$ cat src/hdl/prqs_pkg.sv
package prqs_pkg;

   localparam int unsigned NumLevelsDefault = 32;
   localparam int unsigned NumTasksDefault  = 64;
   localparam int unsigned FuncWidth        = 2;
   localparam int unsigned TaskIdWidth      = 6;
   localparam int unsigned PrioWidth        = 8;

   typedef enum logic [1:0] {
      FUNC_ADD    = 2'd0,
      FUNC_SELECT = 2'd1,
      FUNC_ROTATE = 2'd2,
      FUNC_REMOVE = 2'd3
   } func_type;

   typedef enum logic [3:0] {
      ST_IDLE,
      ST_RD,
      ST_DECIDE,
      ST_ADD_LINK,
      ST_ROT_RD,
      ST_ROT_WR,
      ST_REM_WALK,
      ST_REM_NEXT,
      ST_REM_FIX,
      ST_RESP
   } state_type;

endpackage

$ cat src/hdl/prqs_link_mem.sv
module prqs_link_mem #(
   parameter int unsigned NUM_TASKS = prqs_pkg::NumTasksDefault,
   parameter int unsigned TW        = $clog2(NUM_TASKS)
) (
   input  logic          clock,
   input  logic          wr_en,
   input  logic [TW-1:0] wr_addr,
   input  logic [TW-1:0] wr_data,
   input  logic [TW-1:0] rd_addr,
   output logic [TW-1:0] rd_data
);

   logic [TW-1:0] mem [NUM_TASKS];
   logic [TW-1:0] rd_data_ff;

   always_ff @(posedge clock) begin
      if (wr_en) begin
         mem[wr_addr] <= wr_data;
      end
      rd_data_ff <= mem[rd_addr];
   end

   assign rd_data = rd_data_ff;

endmodule

$ cat src/hdl/prqs_level_mem.sv
module prqs_level_mem #(
   parameter int unsigned NUM_LEVELS = prqs_pkg::NumLevelsDefault,
   parameter int unsigned LW         = $clog2(NUM_LEVELS),
   parameter int unsigned TW         = 6
) (
   input  logic            clock,
   input  logic            wr_en,
   input  logic [LW-1:0]   wr_addr,
   input  logic [2*TW-1:0] wr_data,
   input  logic [LW-1:0]   rd_addr,
   output logic [2*TW-1:0] rd_data
);

   logic [2*TW-1:0] mem [NUM_LEVELS];
   logic [2*TW-1:0] rd_data_ff;

   always_ff @(posedge clock) begin
      if (wr_en) begin
         mem[wr_addr] <= wr_data;
      end
      rd_data_ff <= mem[rd_addr];
   end

   assign rd_data = rd_data_ff;

endmodule

$ cat src/hdl/priority_ready_queue_scheduler_top.sv
// priority ready queue scheduler
// keeps one fifo list of task ids per priority level (0 highest), stored as
// head/tail pairs in a level memory and next links in a link memory
// req channel: req_valid/req_stall with req_func, req_task_id, req_prio_level
// func 0 add, 1 select, 2 rotate, 3 remove
// rsp channel: rsp_valid/rsp_stall with rsp_ok, rsp_chosen_task
// exactly one rsp item per req item; chosen_task is nonzero only for a
// successful select
// one item at a time: a new req is taken only once the last rsp is taken;
// each item reads its level entry, then add writes the new tail (and links
// the old tail for a non-empty list), rotate moves the head to the tail,
// and remove walks the list through the one-read-port link memory
// reset clears counts, queued bits and the non-empty bitmap;
// head, tail and link memories need no clearing, so items are taken right
// after reset
// while rsp is stalled the result is held in its register and req_stall
// stays high until the result is taken
module priority_ready_queue_scheduler_top #(
   parameter int unsigned NUM_LEVELS = prqs_pkg::NumLevelsDefault,
   parameter int unsigned NUM_TASKS  = prqs_pkg::NumTasksDefault
) (
   input  logic                           clock,
   input  logic                           reset,
   input  logic                           req_valid,
   output logic                           req_stall,
   input  logic [prqs_pkg::FuncWidth-1:0] req_func,
   input  logic [prqs_pkg::TaskIdWidth-1:0] req_task_id,
   input  logic [prqs_pkg::PrioWidth-1:0] req_prio_level,
   output logic                           rsp_valid,
   input  logic                           rsp_stall,
   output logic                           rsp_ok,
   output logic [prqs_pkg::TaskIdWidth-1:0] rsp_chosen_task
);

   localparam int unsigned IW = prqs_pkg::TaskIdWidth;
   localparam int unsigned PW = prqs_pkg::PrioWidth;
   localparam int unsigned TW = $clog2(NUM_TASKS);
   localparam int unsigned LW = $clog2(NUM_LEVELS);
   localparam int unsigned CW = $clog2(NUM_TASKS + 1);

   prqs_pkg::state_type state_ff, state_in;
   prqs_pkg::func_type  func_ff, func_in;
   logic [TW-1:0]  task_ff, task_in;
   logic [LW-1:0]  lvl_ff, lvl_in;
   logic           range_ok_ff, range_ok_in;
   logic [TW-1:0]  head_ff, head_in, tail_ff, tail_in;
   logic [TW-1:0]  cur_ff, cur_in, prev_ff, prev_in;
   logic           has_prev_ff, has_prev_in;
   logic [CW-1:0]  walk_ff, walk_in;
   logic           ok_ff, ok_in;
   logic [IW-1:0]  chosen_ff, chosen_in;
   logic [CW-1:0]  count_ff [NUM_LEVELS];
   logic [NUM_TASKS-1:0]  queued_ff;
   logic [NUM_LEVELS-1:0] map_ff;

   logic          lk_we;
   logic [TW-1:0] lk_wa, lk_wd, lk_ra, lk_rd;
   logic          lv_we;
   logic [LW-1:0] lv_wa, lv_ra;
   logic [2*TW-1:0] lv_wd, lv_rd;

   logic          cnt_inc, cnt_dec, q_set, q_clr;
   logic [LW-1:0] first_lvl;
   logic          any_lvl;
   logic [CW-1:0] cnt_cur;

   prqs_link_mem #(.NUM_TASKS(NUM_TASKS), .TW(TW)) u_link (
      .clock(clock), .wr_en(lk_we), .wr_addr(lk_wa), .wr_data(lk_wd),
      .rd_addr(lk_ra), .rd_data(lk_rd)
   );

   prqs_level_mem #(.NUM_LEVELS(NUM_LEVELS), .LW(LW), .TW(TW)) u_level (
      .clock(clock), .wr_en(lv_we), .wr_addr(lv_wa), .wr_data(lv_wd),
      .rd_addr(lv_ra), .rd_data(lv_rd)
   );

   always_comb begin
      first_lvl = '0;
      any_lvl   = 1'b0;
      for (int i = NUM_LEVELS - 1; i >= 0; i--) begin
         if (map_ff[i]) begin
            first_lvl = LW'(i);
            any_lvl   = 1'b1;
         end
      end
   end

   assign cnt_cur = count_ff[lvl_ff];

   always_comb begin
      state_in    = state_ff;
      func_in     = func_ff;
      task_in     = task_ff;
      lvl_in      = lvl_ff;
      range_ok_in = range_ok_ff;
      head_in     = head_ff;
      tail_in     = tail_ff;
      cur_in      = cur_ff;
      prev_in     = prev_ff;
      has_prev_in = has_prev_ff;
      walk_in     = walk_ff;
      ok_in       = ok_ff;
      chosen_in   = chosen_ff;
      lk_we = 1'b0;
      lk_wa = cur_ff;
      lk_wd = '0;
      lk_ra = cur_ff;
      lv_we = 1'b0;
      lv_wa = lvl_ff;
      lv_wd = {head_ff, tail_ff};
      lv_ra = lvl_ff;
      cnt_inc = 1'b0;
      cnt_dec = 1'b0;
      q_set   = 1'b0;
      q_clr   = 1'b0;
      unique case (state_ff)
         prqs_pkg::ST_IDLE: begin
            if (req_valid) begin
               func_in     = prqs_pkg::func_type'(req_func);
               task_in     = TW'(req_task_id);
               lvl_in      = LW'(req_prio_level);
               range_ok_in = (PW'(req_prio_level) < PW'(NUM_LEVELS))
                  && (IW'(req_task_id) <= IW'(NUM_TASKS - 1));
               ok_in       = 1'b0;
               chosen_in   = '0;
               state_in    = prqs_pkg::ST_RD;
            end
         end
         prqs_pkg::ST_RD: begin
            if (func_ff == prqs_pkg::FUNC_SELECT) begin
               lvl_in = first_lvl;
               lv_ra  = first_lvl;
            end
            state_in = prqs_pkg::ST_DECIDE;
         end
         prqs_pkg::ST_DECIDE: begin
            head_in  = lv_rd[2*TW-1:TW];
            tail_in  = lv_rd[TW-1:0];
            state_in = prqs_pkg::ST_RESP;
            unique case (func_ff)
               prqs_pkg::FUNC_ADD: begin
                  if (range_ok_ff && !queued_ff[task_ff]) begin
                     ok_in   = 1'b1;
                     cnt_inc = 1'b1;
                     q_set   = 1'b1;
                     lk_we   = 1'b1;
                     lk_wa   = task_ff;
                     lk_wd   = '0;
                     lv_we   = 1'b1;
                     if (cnt_cur == '0) begin
                        lv_wd = {task_ff, task_ff};
                     end else begin
                        lv_wd    = {lv_rd[2*TW-1:TW], task_ff};
                        tail_in  = lv_rd[TW-1:0];
                        state_in = prqs_pkg::ST_ADD_LINK;
                     end
                  end
               end
               prqs_pkg::FUNC_SELECT: begin
                  if (any_lvl) begin
                     ok_in     = 1'b1;
                     chosen_in = IW'(lv_rd[2*TW-1:TW]);
                  end
               end
               prqs_pkg::FUNC_ROTATE: begin
                  if (range_ok_ff && cnt_cur > CW'(1)) begin
                     lk_ra    = lv_rd[2*TW-1:TW];
                     state_in = prqs_pkg::ST_ROT_RD;
                  end
               end
               prqs_pkg::FUNC_REMOVE: begin
                  if (range_ok_ff && queued_ff[task_ff]) begin
                     cur_in      = lv_rd[2*TW-1:TW];
                     lk_ra       = lv_rd[2*TW-1:TW];
                     prev_in     = '0;
                     has_prev_in = 1'b0;
                     walk_in     = cnt_cur;
                     state_in    = prqs_pkg::ST_REM_WALK;
                  end
               end
               default: ;
            endcase
         end
         prqs_pkg::ST_ADD_LINK: begin
            lk_we    = 1'b1;
            lk_wa    = tail_ff;
            lk_wd    = task_ff;
            state_in = prqs_pkg::ST_RESP;
         end
         prqs_pkg::ST_ROT_RD: begin
            lk_we    = 1'b1;
            lk_wa    = head_ff;
            lk_wd    = '0;
            lv_we    = 1'b1;
            lv_wd    = {lk_rd, head_ff};
            state_in = prqs_pkg::ST_ROT_WR;
         end
         prqs_pkg::ST_ROT_WR: begin
            lk_we    = 1'b1;
            lk_wa    = tail_ff;
            lk_wd    = head_ff;
            ok_in    = 1'b1;
            state_in = prqs_pkg::ST_RESP;
         end
         prqs_pkg::ST_REM_WALK: begin
            // link of cur is on lk_rd now
            if (walk_ff == '0) begin
               state_in = prqs_pkg::ST_RESP;
            end else if (cur_ff == task_ff) begin
               ok_in    = 1'b1;
               cnt_dec  = 1'b1;
               q_clr    = 1'b1;
               lk_we    = 1'b1;
               lk_wa    = cur_ff;
               lk_wd    = '0;
               head_in  = (has_prev_ff) ? head_ff : lk_rd;
               tail_in  = (tail_ff == cur_ff) ? prev_ff : tail_ff;
               cur_in   = lk_rd;
               state_in = prqs_pkg::ST_REM_FIX;
            end else begin
               prev_in     = cur_ff;
               has_prev_in = 1'b1;
               cur_in      = lk_rd;
               walk_in     = walk_ff - CW'(1);
               state_in    = prqs_pkg::ST_REM_NEXT;
            end
         end
         prqs_pkg::ST_REM_NEXT: begin
            lk_ra    = cur_ff;
            state_in = prqs_pkg::ST_REM_WALK;
         end
         prqs_pkg::ST_REM_FIX: begin
            // cur holds the removed task's successor
            if (has_prev_ff) begin
               lk_we = 1'b1;
               lk_wa = prev_ff;
               lk_wd = cur_ff;
            end
            lv_we    = 1'b1;
            lv_wd    = {head_ff, tail_ff};
            state_in = prqs_pkg::ST_RESP;
         end
         prqs_pkg::ST_RESP: begin
            if (!rsp_stall) begin
               state_in = prqs_pkg::ST_IDLE;
            end
         end
         default: state_in = prqs_pkg::ST_IDLE;
      endcase
   end

   always_ff @(posedge clock) begin
      if (reset) begin
         state_ff  <= prqs_pkg::ST_IDLE;
         queued_ff <= '0;
         map_ff    <= '0;
         for (int i = 0; i < NUM_LEVELS; i++) begin
            count_ff[i] <= '0;
         end
      end else begin
         state_ff <= state_in;
         if (q_set) begin
            queued_ff[task_ff] <= 1'b1;
         end
         if (q_clr) begin
            queued_ff[task_ff] <= 1'b0;
         end
         if (cnt_inc) begin
            count_ff[lvl_ff] <= cnt_cur + CW'(1);
            map_ff[lvl_ff]   <= 1'b1;
         end
         if (cnt_dec) begin
            count_ff[lvl_ff] <= cnt_cur - CW'(1);
            if (cnt_cur == CW'(1)) begin
               map_ff[lvl_ff] <= 1'b0;
            end
         end
      end
   end

   always_ff @(posedge clock) begin
      func_ff     <= func_in;
      task_ff     <= task_in;
      lvl_ff      <= lvl_in;
      range_ok_ff <= range_ok_in;
      head_ff     <= head_in;
      tail_ff     <= tail_in;
      cur_ff      <= cur_in;
      prev_ff     <= prev_in;
      has_prev_ff <= has_prev_in;
      walk_ff     <= walk_in;
      ok_ff       <= ok_in;
      chosen_ff   <= chosen_in;
   end

   assign req_stall       = (state_ff != prqs_pkg::ST_IDLE);
   assign rsp_valid       = (state_ff == prqs_pkg::ST_RESP);
   assign rsp_ok          = ok_ff;
   assign rsp_chosen_task = chosen_ff;

endmodule

$ cat config.mk
export PLATFORM = sky130hd
export DESIGN_NAME = priority_ready_queue_scheduler_top
export DESIGN_NICKNAME = d
export VERILOG_FILES = /design/src/hdl/prqs_pkg.sv /design/src/hdl/prqs_link_mem.sv /design/src/hdl/prqs_level_mem.sv /design/src/hdl/priority_ready_queue_scheduler_top.sv
export SDC_FILE = /design/constraint.sdc
export NUM_CORES = 2
export LEC_CHECK = 0
export ABC_CLOCK_PERIOD_IN_PS = 5770
export BUFFER_PORTS_ARGS = -buffer_cell sky130_fd_sc_hd__buf_2
export CAP_MARGIN = 30
export CORE_MARGIN = 2
export CORE_UTILIZATION = 47
export DETAILED_ROUTE_END_ITERATION = 6
export GPL_TIMING_DRIVEN = 0
export HOLD_SLACK_MARGIN = 0.06
export PLACE_DENSITY = 0.74
export SETUP_SLACK_MARGIN = 0.1
export SYNTH_ARGS = -nofsm -noshare
export SYNTH_HDL_FRONTEND = slang
export SYNTH_SLANG_ARGS = --single-unit
$ cat constraint.sdc
create_clock -name clock -period 5.77 [get_ports clock]
set_clock_uncertainty 0.15 [all_clocks]
set_input_delay 0.8655 -clock clock [delete_from_list [all_inputs] [get_ports clock]]
set_output_delay 0.8655 -clock clock [all_outputs]
set_load 0.02 [all_outputs]
Yosys cells after proc, flatten, opt, wreduce, memory -nomap -nowiden
Memories as Yosys holds them, arrays and structs flattened. A register that Yosys moved wholly into a read port is not among the register bits.
Index checks and enable logic that the tools add are counted.
{"block": "classes", "addsub": 3, "order_cmp": 7, "eq_ne": 29, "muxes": 168, "n_bitwise": 7, "reduce_logical": 30}
{"operator": "$mux 64", "count": 3}
{"operator": "$mux 5", "count": 37}
{"operator": "$mux 6", "count": 22}
{"operator": "$mux 32", "count": 4}
{"operator": "$pmux 6 s2", "count": 6}
{"operator": "$and 64x64->64", "count": 1}
{"operator": "$mux 1", "count": 64}
{"operator": "$not 64->64", "count": 1}
{"operator": "$or 64x64->64", "count": 1}
{"operator": "$mux 7", "count": 6}
{"operator": "$mux 12", "count": 3}
{"operator": "$and 32x32->32", "count": 1}
{"operator": "$mux 4", "count": 8}
{"operator": "$not 32->32", "count": 1}
{"operator": "$or 32x32->32", "count": 1}
{"operator": "$pmux 4 s8", "count": 1}
{"operator": "$pmux 12 s2", "count": 1}
{"operator": "$pmux 6 s4", "count": 1}
{"operator": "$ne 2x2->1 const B", "count": 11}
{"operator": "$pmux 6 s3", "count": 1}
{"operator": "$eq 4x3->1 const B", "count": 4}
{"operator": "$logic_not 7->1", "count": 2}
{"operator": "$pmux 7 s2", "count": 1}
{"operator": "$sub 7x1->7 const B", "count": 2}
{"operator": "other kinds (39)", "count": 61}
{"block": "totals", "regBits": 153, "mem_bits_rw": 992, "output_inout_bits": 9, "elab_cells": 262, "mem_count": 3}
{"memory": "u_level.mem", "depth": 32, "width": 12, "rd": 1, "rd_ports_with_merged_regs": 1, "write_ports": 1, "line_no": "prqs_level_mem.sv:14", "rtl": "logic [2*TW-1:0] mem [NUM_LEVELS];"}
{"memory": "u_link.mem", "depth": 64, "width": 6, "rd": 1, "rd_ports_with_merged_regs": 1, "write_ports": 1, "line_no": "prqs_link_mem.sv:13", "rtl": "logic [TW-1:0] mem [NUM_TASKS];"}
{"memory": "count_ff", "depth": 32, "width": 7, "rd": 1, "rd_ports_with_merged_regs": 1, "write_ports": 32, "line_no": "priority_ready_queue_scheduler_top.sv:52", "rtl": "logic [CW-1:0] count_ff [NUM_LEVELS];"}

Logic depth before layout (Yosys ltp)
{"block": "logic_depth", "depth_word": 35, "ltp_mapped": 20, "depth_no_buf": 14}

Modules after synthesis
A second synthesis with hierarchy kept.
{"block": "hier_totals", "hier_cells": 3364, "hier_area_um2": 49922.9}
{"mod": "priority_ready_queue_scheduler_top", "n_inst": 1, "cells_each": 1776, "area_per_inst_um2": 19228.4, "seq_area_each_um2": 10420.0}
{"mod": "prqs_level_mem", "n_inst": 1, "cells_each": 868, "area_per_inst_um2": 15468.6, "seq_area_each_um2": 11771.3}
{"mod": "prqs_link_mem", "n_inst": 1, "cells_each": 720, "area_per_inst_um2": 15225.9, "seq_area_each_um2": 11651.2}

Worst setup path after synthesis
OpenSTA, ideal clock, no wires.
{"block": "synth_path", "kind": "register to register", "startpoint": "register with a tool-made name", "endpoint": "register u_link.rd_data_ff[0] (netlist: u_link.rd_data[0]) (read register of u_link.mem)", "setup_time_ns": 0.127, "arrival_ns": 4.870, "t_required_ns": 5.493, "setup_slack_ns": 0.623, "path_stages_with_launch": 18, "synth_period_minus_slack_ns": 5.147, "cell_sequence": "dfxtp_1 -> clkbuf_1 -> buf_1 -> mux4_2 -> mux4_2 -> mux2i_1 -> clkinv_1 -> clkbuf_1 -> ha_1 -> a21oi_1 -> o31a_4 -> o21ai_1 -> nand2_1 -> buf_2 -> mux4_2 -> a22oi_1 -> nand4_1 -> or3_1"}
{"item": "end: declaration", "line_no": "prqs_link_mem.sv:14", "rtl": "logic [TW-1:0] rd_data_ff;"}

Worst setup path after layout
{"block": "layout_path", "startpoint": "register task_ff[5]", "endpoint": "memory u_link.mem[64][4] (netlist: u_link.mem[32][4]) (enable)"}
{"block": "layout_between", "elab_chain_len": 9, "elab_cells_between_ends": 15}
{"item": "start: declaration", "line_no": "priority_ready_queue_scheduler_top.sv:43", "rtl": "logic [TW-1:0] task_ff, task_in;"}
{"item": "start signal: assignment", "line_no": "priority_ready_queue_scheduler_top.sv:283", "rtl": "task_ff <= task_in;"}
{"item": "$bmux 1 s6", "line_no": "priority_ready_queue_scheduler_top.sv:142", "rtl": "if (range_ok_ff && !queued_ff[task_ff]) begin"}
{"item": "$mux 1 (implied by the code)", "line_no": "priority_ready_queue_scheduler_top.sv:142"}
{"item": "$logic_not 1->1", "line_no": "priority_ready_queue_scheduler_top.sv:142"}
{"item": "$logic_and 1x1->1", "line_no": "priority_ready_queue_scheduler_top.sv:142"}
{"item": "$mux 1", "line_no": "priority_ready_queue_scheduler_top.sv:142"}
{"item": "$mux 1", "line_no": "priority_ready_queue_scheduler_top.sv:140", "rtl": "unique case (func_ff)"}
{"item": "$pmux 1 s4", "line_no": "priority_ready_queue_scheduler_top.sv:116", "rtl": "unique case (state_ff)"}
{"item": "$mux 1", "line_no": "prqs_link_mem.sv:17", "rtl": "if (wr_en) begin"}
{"item": "$mux 1 (implied by the code)", "line_no": "prqs_link_mem.sv:18", "rtl": "mem[wr_addr] <= wr_data;"}
{"item": "end: declaration", "line_no": "prqs_link_mem.sv:13"}
Parallel ways exist; a longest one is shown, timed or not. The select of a mux whose other input is x is not followed.

==> impl_metrics.ini <==
[floorplanning]
num_io_pins = 29
die_area_mm2 = 0.110
start_util_pct = 47.3
core_area_mm2 = 0.107
die_y_um = 332
die_w_um = 332
rows = 120

[pwr]
intPower_mw = 15.5
power.share.clock_pct = 32.4
p_sw_share_pct = 32.7
p_leak_nw = 18.5
peakVddDrop_v = 0.000340
p_per_area_mw_per_mm2 = 401
p_seq_share_pct = 42.0
switching_power_mw = 7.54
total_power_mw = 23.0
p_comb_share_pct = 25.6

[worst_setup_path]
startpoint = task_ff[5]$_DFFE_PP_
slowest_delay_ps = 620
crit_type = reg -> reg
crit_fanout = 10
r2r_start = task_ff[5]$_DFFE_PP_
worstSetupStartpointType = flop
path_cells = clkbuf_1, nor3b_2, o211ai_1, nand3_1, or3_1, nor3_4, and2_1, clkbuf_2, a21oi_1, o2111ai_2, or2_2, nand2b_1, nor2_1
arrival_ps = 5700
end_kind = flop
worstPathRequired_ps = 5910
cp_slowest_cell = clkbuf_1

[clock_network]
clk_path_buf_depth = 3
cts.root.buffer_cell = clkbuf_16
cts_tree = built
h-tree-depth = 3
clock-sinks = 1168
clk_pin_slew_ps = 60
holdBufCountCts = 0
insertion_delay_ps = 700
cts_made_buffers = 113

[timing]
clock.fmax_ghz = 0.180
tns_ps = 0
setup_viol = 0
rsz0062_at_grt = yes
timing.final.crit_share_pct = 96.4
period_minus_slack_ps = 5560
tightest_slew_ps = 1140
fin_ws_ps = 209
slew_viol_final = 0
whs_ps = 195
relSlewSlack_pct = 23.6
hold_violations = 0

[global_route]
grt_pass1_vias = 33700
grt-ovfl-total = 0
grt_util_all_layers_pct = 25.5
grt_max_degree = 65
antenna_found_initial = 3
grt_pass1_wl_mm = 213

[logic_synthesis]
synth_nets = 3774
netlist_area_mm2 = 0.0506
syn_area_per_cell_um2 = 13.5
synth.distinct_cells = 79
synth_seq_cells = 1168
syn_inst = 3749
synthFlopType = edfxtp_1
ys_warn_count = 0
synth-edff-count = 1045
ys_seq_area_share_pct = 66.9
synth_area_leaders = edfxtp_1 62%, dfxtp_1 4.9%, mux4_2 3.8%, nor2_1 3.7%, a211oi_1 3.5%
yosysTopAreaCellShare_pct = 62.0
yosys.area.top_type = edfxtp_1
synth-async-reset-ratio_pct = 0

[layout]
final_cell_area_mm2 = 0.0575
layout_common_cells = 1045 x edfxtp_1, 452 x nor2_1, 307 x nand2_1
fin_util_pct = 53.8
fin_nets = 3983
final_common_cell = edfxtp_1
syn2layout_area_growth_pct = 13.7
fillCellCount = 8565
layout-drive-gt1-share_pct = 13.4
regArea_mm2 = 0.0338
final_cells = 5457
multi_input_comb_area_mm2 = 0.0159

[route]
drc = 10
wirelength_mm = 144
first_pass_iters = 7
drtIter0Drc = 5672
vias = 35300
antenna_left = 0
wl_per_cell_um = 26.5
vias_per_cell = 6.47

[run_status]
violations = design-rule violations
outcome = complete, but fails checks

[placed_design]
dpl_cell_area_mm2 = 0.0532
place_hpwl_mm = 98.1
dpl_worst_slack_ps = -1740
routabilityCongestion = 0.970
dpl.cell_count = 5235
port_buffers = 27

[hold_path]
min-delay-path-class = in -> reg
min_from = req_task_id[3]

[run]
drv_cap = 0
[cells in the mapped netlist (9+ instances only)]
cell	n
edfxtp_1	1045
nor2_1	498
nand2_1	313
a211oi_1	237
clkbuf_1	220
o311a_1	161
mux2i_1	153
a21oi_1	123
dfxtp_1	123
mux4_2	86
nor3_1	64
o21ai_0	63
nand2b_1	50
a31oi_1	47
nand3_1	39
a2111oi_0	38
inv_1	34
buf_2	30
and3_1	29
a22oi_1	22
buf_1	19
nor4_1	18
mux2_2	17
a311oi_1	15
nand4_1	15
nor2b_1	15
o211ai_1	15
or3_1	15
xnor2_1	15
buf_4	14
and4_1	13
o21a_1	12
o221ai_1	12
a221oi_1	11
nand3b_1	11
a32oi_1	10
buf_6	10
and2_1	9
[critical path: cells and delay by family, from the launching register on]
family,cells,cell delay (ps)
and+or+nand+nor,8,2730
AOI/OAI and AO/OA,3,1020
buffers and inverters,2,860
DFF,1,380
[final timing paths]
check	depth (start not counted)	slack, ps	to
max	13	210	u_link.mem[32][4]$_DFFE_PP_
min	1	200	task_ff[3]$_DFFE_PP_
max reg2reg	13	210	u_link.mem[32][4]$_DFFE_PP_
min reg2reg	2	350	tail_ff[5]$_DFFE_PP_
[logic make-up (layout without fill, tap and decap cells)]
family	count (synthesis)	count (layout)	synth area share [%]
AOI/OAI and AO/OA	832	832	12.4
and+or+nand+nor	1127	1127	9.89
other	0	1	0
adders and majority gates	5	5	0.124
xor gates and xnor gates	23	23	0.398
DFF	1168	1168	66.9
buffers and inverters	329	633	2.77
muxes	265	265	7.49
[cell type report]
class	instances	area share [%]
buffer	289	2.27
inverter	36	0.244
tap	1403	3.05
clock inverter	65	1.21
timing repair buffer	98	1.54
sequential	1168	58.8
clock buffer	145	5.29
antenna	1	0.00435
multi-input combinational	2252	27.6
[state kept, by name, summed over array words and instances (netlist names), 6 cells and up, named ones only]
| name | cells |
|---|---|
| rsp_chosen_task | 6 |
| head_ff | 6 |
| prev_ff | 6 |
| u_level.rd_data | 12 |
| queued_ff | 64 |
| u_link.mem | 384 |
| u_link.rd_data | 6 |
| walk_ff | 7 |
| tail_ff | 6 |
| cur_ff | 6 |
| map_ff | 32 |
| task_ff | 6 |
| count_ff | 224 |
| u_level.mem | 384 |
[routing by layer]
layer / track usage (%) / share of wire, % / up-vias
met4: 10.7 / 4.3 / 4
li1: - / - / 15100
met5: 0 / 0.022 / -
met1: 35.4 / 39 / 17400
met2: 39.2 / 45 / 2486
met3: 5.16 / 12 / 379
[timing repair]
| item | CTS | global route |
|---|---|---|
| setup endpoints to repair | 683 | 569 |
| resized for setup | 70 | 72 |
| setup buffers | 5 | 6 |
| endpoints found under the hold margin | 0 | 0 |
| pin swaps | 1 | 3 |
[power by group through the flow]
| stage | sequential (mW) | combinational (mW) | clock, mW |
|---|---|---|---|
| CTS | 9.67 | 5.52 | 7.48 |
| global placement | 9.87 | 5.19 | 0 |
| global route | 9.69 | 6.07 | 7.80 |
| detailed placement | 9.85 | 5.39 | 0 |
| floorplan | 9.79 | 3.28 | 0 |
| finish | 9.68 | 5.89 | 7.47 |
(Power assumes the default switching activity.)
